==> config.mk <==
export PLATFORM = sky130hd
export DESIGN_NAME = ppk_fifo
export DESIGN_NICKNAME = d
export VERILOG_FILES = /design/src/hdl/ppk_fifo.sv
export SDC_FILE = /design/constraint.sdc
export NUM_CORES = 1
export LEC_CHECK = 0
export BUFFER_PORTS_ARGS = -buffer_cell sky130_fd_sc_hd__buf_2
export CAP_MARGIN = 20
export CELL_PAD_IN_SITES_DETAIL_PLACEMENT = 1
export CELL_PAD_IN_SITES_GLOBAL_PLACEMENT = 2
export CORE_MARGIN = 10
export CORE_UTILIZATION = 33
export CTS_CLUSTER_DIAMETER = 100
export DETAILED_ROUTE_END_ITERATION = 7
export PLACE_DENSITY_LB_ADDON = 0.1
export SLEW_MARGIN = 20
export SYNTH_ARGS = -nofsm -noshare
export SYNTH_HDL_FRONTEND = slang
export SYNTH_SLANG_ARGS = --single-unit
==> constraint.sdc <==
create_clock -name clock -period 1.92 [get_ports clock]
set_clock_uncertainty 0.15 [all_clocks]
set_input_delay 0 -clock clock [delete_from_list [all_inputs] [get_ports clock]]
set_output_delay 0 -clock clock [all_outputs]
set_load 0.02 [all_outputs]
==> src/hdl/ppk_fifo.sv <==
`default_nettype none
module ppk_fifo #(
   parameter int WIDTH = 8,
   parameter int DEPTH = 2
) (
   input  wire logic             clock,
   input  wire logic             reset,
   input  wire logic             wr,
   input  wire logic [WIDTH-1:0] wdata,
   input  wire logic             rd,
   output logic      [WIDTH-1:0] rdata,
   output logic                  full,
   output logic                  empty
);
   localparam int PW = (DEPTH > 1) ? $clog2(DEPTH) : 1;
   localparam int CW = $clog2(DEPTH + 1);

   logic [WIDTH-1:0] data_ff [DEPTH];
   logic [PW-1:0] wp_ff, wp_in, rp_ff, rp_in;
   logic [CW-1:0] cnt_ff, cnt_in;
   logic do_wr, do_rd;

   assign full  = (cnt_ff == CW'(DEPTH));
   assign empty = (cnt_ff == '0);
   assign do_wr = wr && !full;
   assign do_rd = rd && !empty;
   assign rdata = data_ff[rp_ff];

   always_comb begin
      wp_in  = wp_ff;
      rp_in  = rp_ff;
      cnt_in = cnt_ff;
      if (do_wr) begin
         wp_in = (wp_ff == PW'(DEPTH - 1)) ? '0 : wp_ff + 1'b1;
      end
      if (do_rd) begin
         rp_in = (rp_ff == PW'(DEPTH - 1)) ? '0 : rp_ff + 1'b1;
      end
      if (do_wr && !do_rd) begin
         cnt_in = cnt_ff + 1'b1;
      end else if (do_rd && !do_wr) begin
         cnt_in = cnt_ff - 1'b1;
      end
   end

   always_ff @(posedge clock) begin
      if (reset) begin
         wp_ff  <= '0;
         rp_ff  <= '0;
         cnt_ff <= '0;
      end else begin
         wp_ff  <= wp_in;
         rp_ff  <= rp_in;
         cnt_ff <= cnt_in;
      end
      if (do_wr) begin
         data_ff[wp_ff] <= wdata;
      end
   end
endmodule
`default_nettype wire

==> metrics.md <==
| Metric | Value |
|---|---|
| Proportion of synthesized area in mux cells | `11.4%` |
| Final HPWL DP | `~1200 um` |
| Remaining design rule violation count | `0` |
| Hold Path Class | `primary input to flop` |
| Post-CTS Setup Repair Bufs | `0` |
| Period utilisation layout | `between 80% and 90%` |
| Worst slew margin | `between 70% and 80%` |
| Adder-cell share of the synthesized area | `under 10%` |
| Post-synthesis sequential area ratio | `about three quarters` |
| Number of vias per cell after detailed routing | `roughly 4.5` |
| Fraction of layout cells with a size suffix above 1 | `38.8%` |
| Largest fanout on the critical path | `5` |
| Startpoint kind of the worst setup timing path | `flop` |
| Worst Path Arrival | `about 1800 ps` |
| Inserted Diodes | `0` |
| Path type of the worst setup path | `flop to flop` |
| Sum of negative setup slack | `0 ps` |
| Slew at the pin closest to its max-slew limit | `~420 ps` |
| Post-synthesis share of cell area spent on xor and xnor gates | `under 10%` |
| Area added between synthesis and finish | `34.2%` |
| Max capacitance violation total | `0` |
| Top achievable clock speed | `~580 MHz` |
| FF/Latch Area | `around 580 sq um` |
| Post-synthesis instance area | `~790 sq um` |
| Number of synthesis warnings | `0` |
| #FFs+latches synth | `21` |
| Initial core utilization | `roughly a third` |
| Die Y | `69.0 um` |
| Vias in the first global route | `between 600 and 700` |
| Gate Count Post-Synth | `50` |
| Number of optimization iterations in the first detailed-route pass | `4` |
| Routed len/inst | `~14 um` |
| Unrepaired setup endpoints after global routing | `no` |
| Final hold vios | `0` |
| Count of input and output buffers | `21` |
| Power Dens Cells | `1210 nW/um^2` |
| Antenna violations before repair | `0` |
| Crit path time final | `1720 ps` |
| Overall routed net length | `roughly 1600 um` |
| Antenna Violating Nets Remaining | `0` |
| Critical-path cell with the highest stage delay | `dfxtp_1` |
| # H-tree levels | `1` |
| Chip Width | `69.0 um` |
| Global-route wire length before repair | `about 2700 um` |
| Leading cell type in the layout, fill and taps excluded | `buf_2` |
| Synth Area per Inst | `15.9 sq um` |
| Setup slack after placement | `227 ps` |
| Required time reported for the critical path endpoint | `roughly 2000 ps` |
| Net count reported at finish | `between 90 and 100` |
| Commonest cells after routing, fill and taps aside | `21 x buf_2, 16 x edfxtp_1, 11 x dlygate4sd3_1, 8 x mux2_2` |
| Main combinational cell family by area after synthesis | `multiplexers` |
| Io pins | `22` |
| Number of filler instances in the final layout | `roughly 250` |
| Simple-gate share of the synthesized area | `5.84%` |
| Maximum clock path buffer count | `2` |
| Num CTS Buffers | `3` |
| Fraction of the mapped netlist area in compound gates | `under 10%` |
| Via count | `~500` |
| Number of cells in the design after placement | `about 100` |
| Largest voltage drop on the vdd net | `approximately 0.56 mV` |
| Biggest cell delay along the critical path | `~400 ps` |
| Gr ovfl total | `0` |
| Yosys cell types | `13` |
| Final critical-path setup slack | `203 ps` |
| Result of the run | `finished clean` |
| Root cell of the clock tree | `clkbuf_4` |
| All-Layer GR Usage | `roughly 7.0%` |
| Leakage power total | `0.424 nW` |
| Routability Congestion | `0.617` |
| Area enclosed by the die boundary | `4770 sq um` |
| Row count | `17` |
| Layout Utilization | `47.2%` |
| Synthesized net count | `63` |
| Crit path cell chain | `nor2b_2 > nor2_1 > ha_1 > or3_1 > a21oi_1` |
| Largest net degree at the start of global routing | `12` |
| CTS tree | `done` |
| Total setup violations reported at the end of the flow | `0` |
| CTS clk-pin slew, worst paths | `110 ps` |
| Iteration-0 DRC count of the detailed router | `12` |
| Final slew viol count | `0` |
| Kind of capture point of the worst setup path | `flop` |
| Number of sinks driven by the clock tree | `21` |
| Clock latency on the worst-skew pair | `just under 300 ps` |
| Area occupied by multi-input gates | `roughly 200 sq um` |
| Core area | `between 2000 and 2500 sq um` |
| Number of standard cells in the final layout excluding fillers | `between 100 and 150` |
## kinds of logic after synthesis
logic type,Yosys count
compound gates,5
simple gates,9
mux,8
fa+ha+maj,1
buf+inv,3
xor+xnor,3
flops,21
## per-layer routing
| metal | up-vias | part of all wire, % | GRT usage (%) |
|---|---|---|---|
| li1 | 249 | - | - |
| met1 | 245 | 42 | 6.94 |
| met2 | 12 | 54 | 12.8 |
| met3 | 0 | 4.6 | 3.14 |
| met4 | 0 | 0 | 2.00 |
| met5 | - | 0 | 0 |
## path summary, 6_finish.rpt
path	to	cells past startpoint	slack [ps]	from
setup / recovery	cnt_ff[1]	5	200	cnt_ff[1]
hold / removal	data_ff[1][1]	2	280	wdata[1]
setup reg to reg	cnt_ff[1]	5	200	cnt_ff[1]
hold reg to reg	wp_ff	2	350	wp_ff
## cell usage after synthesis (all sizes together)
cell    instances  area share (%)
ha              1             1.6
dfxtp           5              13
mux2            8              11
and2            1            0.79
inv             2            0.95
xor2            3             3.3
edfxtp         16              61
nor2b           1             1.1
buf             1            0.63
o21ai           3             1.9
or3             2             1.6
a21oi           2             1.3
nor2            5             2.4
## flip-flops by register name, summed over array words and instances, names as in the netlist, named ones only
register	count
rp_ff	1
data_ff	16
wp_ff	1
cnt_ff	2
## layout make-up
type,count,area share [%]
flip-flops and latches,21,54.5
repair buffers,32,20.2
multi-input cells,26,18.8
well taps,28,3.29
clock buffers,4,2.47
inverters,2,0.705
## worst max-delay path: cells and delay by family (launching register included)
| family | cells | cell delay (ps) |
|---|---|---|
| adders and majority gates | 1 | 310 |
| and+or+nand+nor | 3 | 640 |
| DFF | 1 | 400 |
| AOI/OAI and AO/OA | 1 | 150 |
## where the power goes
group          switching (W)  internal, W
sequential         0.0000631     0.000580
combinational       0.000246     0.000194
clock               0.000124    0.0000808
total               0.000433     0.000854
## per-stage QoR
stage | power (W) | hold WS, ps | instance area (sq um)
after floorplan | 0.000947 | -80.9 | 793
final | 0.00129 | 280 | 1060
after global routing | 0.00139 | 252 | 1060
after global placement | 0.00108 | 39.6 | 928
after detailed placement | 0.00109 | 42.4 | 928
after CTS | 0.00131 | 258 | 1060
## what timing repair did
item / in CTS / in global routing
endpoints found under the setup margin: 0 / 0
hold endpoints to repair: 21 / 0
hold buffers: 11 / 0
gates resized for setup: 0 / 0
No activity file was read; power rests on OpenSTA's default activity.
