**src/hdl/ppk_pkg.sv**
```systemverilog
`default_nettype none
package ppk_pkg;

   localparam int TableEntriesDefault = 1024;

   typedef enum logic [2:0] {
      CMD_REGISTER = 3'd0,
      CMD_ORDER    = 3'd1,
      CMD_CANCEL   = 3'd2,
      CMD_FILL     = 3'd3,
      CMD_QUERY    = 3'd4
   } cmd_code_type;

   typedef enum logic [1:0] {
      ST_OK     = 2'd0,
      ST_ABSENT = 2'd1,
      ST_FULL   = 2'd2
   } status_type;

   typedef struct packed {
      cmd_code_type op;
      logic         insert;
      logic [63:0]  key;
      logic         sell;
      logic [30:0]  qty;
      logic [31:0]  price;
   } cmd_type;

   typedef struct packed {
      status_type  status;
      logic [63:0] filled;
      logic [63:0] pending;
      logic [63:0] exposure;
      logic [63:0] cost;
      logic [63:0] profit;
   } rsp_type;

endpackage
`default_nettype wire

```
**src/hdl/ppk_fifo.sv**
```systemverilog
`default_nettype none
module ppk_fifo #(
   parameter int WIDTH = 8,
   parameter int DEPTH = 2
) (
   input  wire logic             clock,
   input  wire logic             reset,
   input  wire logic             wr,
   input  wire logic [WIDTH-1:0] wdata,
   input  wire logic             rd,
   output logic      [WIDTH-1:0] rdata,
   output logic                  full,
   output logic                  empty
);
   localparam int PW = (DEPTH > 1) ? $clog2(DEPTH) : 1;
   localparam int CW = $clog2(DEPTH + 1);

   logic [WIDTH-1:0] data_ff [DEPTH];
   logic [PW-1:0] wp_ff, wp_in, rp_ff, rp_in;
   logic [CW-1:0] cnt_ff, cnt_in;
   logic do_wr, do_rd;

   assign full  = (cnt_ff == CW'(DEPTH));
   assign empty = (cnt_ff == '0);
   assign do_wr = wr && !full;
   assign do_rd = rd && !empty;
   assign rdata = data_ff[rp_ff];

   always_comb begin
      wp_in  = wp_ff;
      rp_in  = rp_ff;
      cnt_in = cnt_ff;
      if (do_wr) begin
         wp_in = (wp_ff == PW'(DEPTH - 1)) ? '0 : wp_ff + 1'b1;
      end
      if (do_rd) begin
         rp_in = (rp_ff == PW'(DEPTH - 1)) ? '0 : rp_ff + 1'b1;
      end
      if (do_wr && !do_rd) begin
         cnt_in = cnt_ff + 1'b1;
      end else if (do_rd && !do_wr) begin
         cnt_in = cnt_ff - 1'b1;
      end
   end

   always_ff @(posedge clock) begin
      if (reset) begin
         wp_ff  <= '0;
         rp_ff  <= '0;
         cnt_ff <= '0;
      end else begin
         wp_ff  <= wp_in;
         rp_ff  <= rp_in;
         cnt_ff <= cnt_in;
      end
      if (do_wr) begin
         data_ff[wp_ff] <= wdata;
      end
   end
endmodule
`default_nettype wire

```
**src/hdl/ppk_front.sv**
```systemverilog
`default_nettype none
module ppk_front (
   input  wire logic            clock,
   input  wire logic            reset,
   input  wire logic            push,
   output logic                 full,
   input  wire logic [2:0]      req_command,
   input  wire logic [63:0]     req_symbol_key,
   input  wire logic            req_side,
   input  wire logic [30:0]     req_quantity,
   input  wire logic [31:0]     req_price_scaled,
   input  wire logic            cmd_pop,
   output ppk_pkg::cmd_type     cmd_head,
   output logic                 cmd_empty
);
   ppk_pkg::cmd_type cls;
   logic [$bits(ppk_pkg::cmd_type)-1:0] head_bits;

   // unused codes behave as a query
   always_comb begin
      cls.key   = req_symbol_key;
      cls.sell  = req_side;
      cls.qty   = req_quantity;
      cls.price = req_price_scaled;
      unique case (req_command)
         ppk_pkg::CMD_REGISTER: cls.op = ppk_pkg::CMD_REGISTER;
         ppk_pkg::CMD_ORDER:    cls.op = ppk_pkg::CMD_ORDER;
         ppk_pkg::CMD_CANCEL:   cls.op = ppk_pkg::CMD_CANCEL;
         ppk_pkg::CMD_FILL:     cls.op = ppk_pkg::CMD_FILL;
         default:               cls.op = ppk_pkg::CMD_QUERY;
      endcase
      cls.insert = (cls.op == ppk_pkg::CMD_REGISTER) || (cls.op == ppk_pkg::CMD_ORDER) ||
                   (cls.op == ppk_pkg::CMD_FILL);
   end

   ppk_fifo #(.WIDTH($bits(ppk_pkg::cmd_type)), .DEPTH(2)) u_cmd_q (
      .clock (clock),
      .reset (reset),
      .wr    (push),
      .wdata (cls),
      .rd    (cmd_pop),
      .rdata (head_bits),
      .full  (full),
      .empty (cmd_empty)
   );

   assign cmd_head = ppk_pkg::cmd_type'(head_bits);
endmodule
`default_nettype wire

```
**config.mk**
```make
export PLATFORM = sky130hd
export DESIGN_NAME = ppk_front
export DESIGN_NICKNAME = d
export VERILOG_FILES = /design/src/hdl/ppk_pkg.sv /design/src/hdl/ppk_fifo.sv /design/src/hdl/ppk_front.sv
export SDC_FILE = /design/constraint.sdc
export NUM_CORES = 1
export LEC_CHECK = 0
export BUFFER_PORTS_ARGS = -buffer_cell sky130_fd_sc_hd__buf_2
export CORE_UTILIZATION = 35
export DETAILED_ROUTE_END_ITERATION = 10
export GPL_ROUTABILITY_DRIVEN = 0
export PLACE_DENSITY = 0.62
export SLEW_MARGIN = 20
export SYNTH_ARGS = -nofsm -noshare
export SYNTH_HDL_FRONTEND = slang
export SYNTH_SLANG_ARGS = --single-unit
```
**constraint.sdc**
```tcl
create_clock -name clock -period 3.9 [get_ports clock]
set_input_delay 0.39 -clock clock [delete_from_list [all_inputs] [get_ports clock]]
set_output_delay 0.39 -clock clock [all_outputs]
set_load 0.05 [all_outputs]
```
==> metrics.md <==
| Metric | Value |
|---|---|
| Final Max Slew Viols | 0 |
| FILL cells | 2525 |
| Nature of the critical path endpoint | output pin |
| Slew headroom | 0.3981 |
| Cts hold-fix bufs | 0 |
| Final Hold Fails | 0 |
| Placed inst area | 11870 um2 |
| Final HPWL DP | 12.06 mm |
| Non-Filler Instances | 1130 |
| Ys Warns | 0 |
| Tcrit/Tclk final | 0.7178 |
| P&R area growth vs syn | 26.35% |
| Setup WS pre-CTS | 1.617 ns |
| Drt wl/cell | about 17 um |
| Design Power | around 9.8 mW |
| CTS tree | yes |
| Setup TNS | 0 ns |
| Slowest-stage cell, CP | dfxtp_4 |
| Crit-path cells | buf_12 > mux2_2 > buf_2 |
| RSZ-0062 raised after global routing | false |
| Clock H-tree levels | 1 |
| Post-route DRC | 0 |
| Final wirelength | 18.67 mm |
| 1st-iter DRT viols | approximately 250 |
| Final setup viols | 0 |
| Clock Sinks | 269 |
| Max clock buf depth | 3 |
| Post-CTS Setup Repair Bufs | 0 |
| Fin area | 12760 um2 |
| Syn avg cell area | about 23 um2 |
| Leakage power | just under 5 nW |
| Vias in the first global route | about 5000 |
| GRT busiest layer | met2 |
| Hold Crit Class | primary input to flip-flop |
| Cts bufs inserted | 28 |
| Final Worst Setup Slack | 1.101 ns |
| Multi-input logic area | approximately 1900 um2 |
| Peak VDD IR | 0.4150 mV |
| Outcome | completed |
| Most frequent cells in the layout | buf_2 (268), edfxtp_1 (264), mux2_4 (80) |
| Top-Level Pins | around 270 |
| Global routing usage on met2 | 0.2051 |
| Slew @ Worst Pin | 0.9029 ns |
| Power Dens Cells | 765.4 nW/um2 |
| Synth top area share | 0.7852 |
| Synth Instances | 441 |
| PostCTS Resize Cnt | 0 |
| Die height | 171.8 um |
| Remaining antenna violation count | 0 |
| Grt total ovfl | 0 |
| Arrival time at the worst endpoint | 2.41 ns |
| GRT Total Usage | 0.1198 |
| Initial Util | 0.3595 |
| Fin crit period | 2.799 ns |
| Later-pin clock latency in the skew report | around 0.53 ns |
| Startpoint Class | flip-flop |
| Vias per cell | 4.408 |
| Max Cap Viol | 0 |
| DR vias | 4981 |
| Synth unique cells | 18 |
| CP max stage delay | 0.84 ns |
| Clock transition at path regs | 0.06 ns |
| Crit path required time | 3.51 ns |
| Storage cell area | 8031 um2 |
| Total core area | around 28000 um2 |
| Num rows | 61 |
| Reg-to-Reg Start | u_cmd_q.cnt_ff[1]$_SDFFE_PP0P_ |
| WS Path Type | flip-flop to output pin |
| Sequential-to-total area share from yosys stat | 0.7951 |
| Register bit total from synthesis | ~270 |
| Crit path max fanout | 48 |
| First-pass detailed-route iteration total | 4 |
| Final Skew | 0.01028 ns |
| Port bufs | about 270 |
| Synth area leader | edfxtp_1 |
| Initial antenna violation count | 1 |
| Post-layout nets | 865 |
| Clock root buffer | clkbuf_16 |
| Pin count of the biggest net entering global routing | 73 |
| Die ar. | 29530 um2 |
| Placed instance count | 1077 |
| Fmax | 357.2 MHz |
| Syn_nets | between 500 and 600 |
| Mapped cell area | between 10000 and 15000 um2 |
| Layout cells sized above 1 | 0.6000 |
| Die width | about 170 um |
| Area contributors post-synth | edfxtp_1 (79%), mux2_4 (12%), mux2_2 (5.8%) |
| Hold path startpoint | req_symbol_key[9] |
| Commonest non-fill, non-tap cell in the layout | buf_2 |
| Met3 Use GR | 0.04280 |
| Grt met1 use | 0.1411 |
| First-pass GRT wire length | 27.02 mm |
-- report_power, final --
part	total [mW]	internal, mW	leakage (nW)	switching, mW
logic	3.44	1.05	1.93	2.39
registers	3.80	3.64	2.51	0.168
clock network	2.52	1.49	0.428	1.03
total	9.76	6.17	4.86	3.59
-- metrics by stage --
stage          utilization  hold slack (ns)
2_1_floorplan            -           0.4516
3_3_place_gp        0.4226           0.4784
3_5_place_dp        0.4226           0.4909
4_1_cts             0.4540         0.008198
5_1_grt             0.4540          0.01276
6_report            0.4542          0.04346
-- critical path: cells and delay by family, from the launching register on --
family	cells	cell delay, ns
buffers and inverters	2	0.62
multiplexers	1	0.39
flip-flops	1	0.84
-- per-layer routing --
metal	part of all wire	vias to the layer above
met5	0	-
met3	0.086	31
met1	0.40	2436
li1	-	2324
met2	0.49	190
met4	0.025	0
-- flip-flops by register name, indices dropped and copies added (netlist names), named ones only --
| signal | cells |
|---|---|
| u_cmd_q.data_ff | 264 |
| u_cmd_q.wp_ff | 1 |
| u_cmd_q.cnt_ff | 2 |
| u_cmd_q.rp_ff | 1 |
-- synthesized netlist by cell type, drive strengths merged --
cell type,count
o21ai,3
and2,1
a21oi,3
buf,15
xor2,3
nor2,6
clkbuf,1
ha,1
dfxtp,5
edfxtp,264
inv,3
mux2,132
or3,2
nor2b,2
-- cell families (layout without fill, tap and decap cells) --
group,after synthesis,after routing,share of synthesized area
flip-flops,269,269,0.7951
multiplexers,132,132,0.1770
buffers and inverters,19,328,0.01549
AND/OR/NAND/NOR,11,11,0.005577
AO/OA/AOI/OAI,6,6,0.002973
XOR/XNOR,3,3,0.002603
adder cells (fa/ha/maj),1,1,0.001239
other,0,2,0
-- cell type report --
type                       instances  share of cell area
clock inverter                    15             0.01010
antenna                            2           0.0003923
tap                              378             0.03708
inverter                           3            0.001177
timing repair buffer             274              0.1126
sequential                       269              0.6296
multi-input combinational        153              0.1501
clock buffer                      36             0.05895
-- worst paths after layout --
| check | end | slack, ns | cells after the start |
|---|---|---|---|
| max | cmd_head[0] | 1.10 | 3 |
| min | u_cmd_q.data_ff[1][73]$_DFFE_PP_ | 0.04 | 1 |
| max reg2reg | u_cmd_q.data_ff[0][53]$_DFFE_PP_ | 1.76 | 4 |
| min reg2reg | u_cmd_q.wp_ff$_SDFFE_PP0P_ | 0.50 | 2 |
No activity file was read; power rests on OpenSTA's default activity.
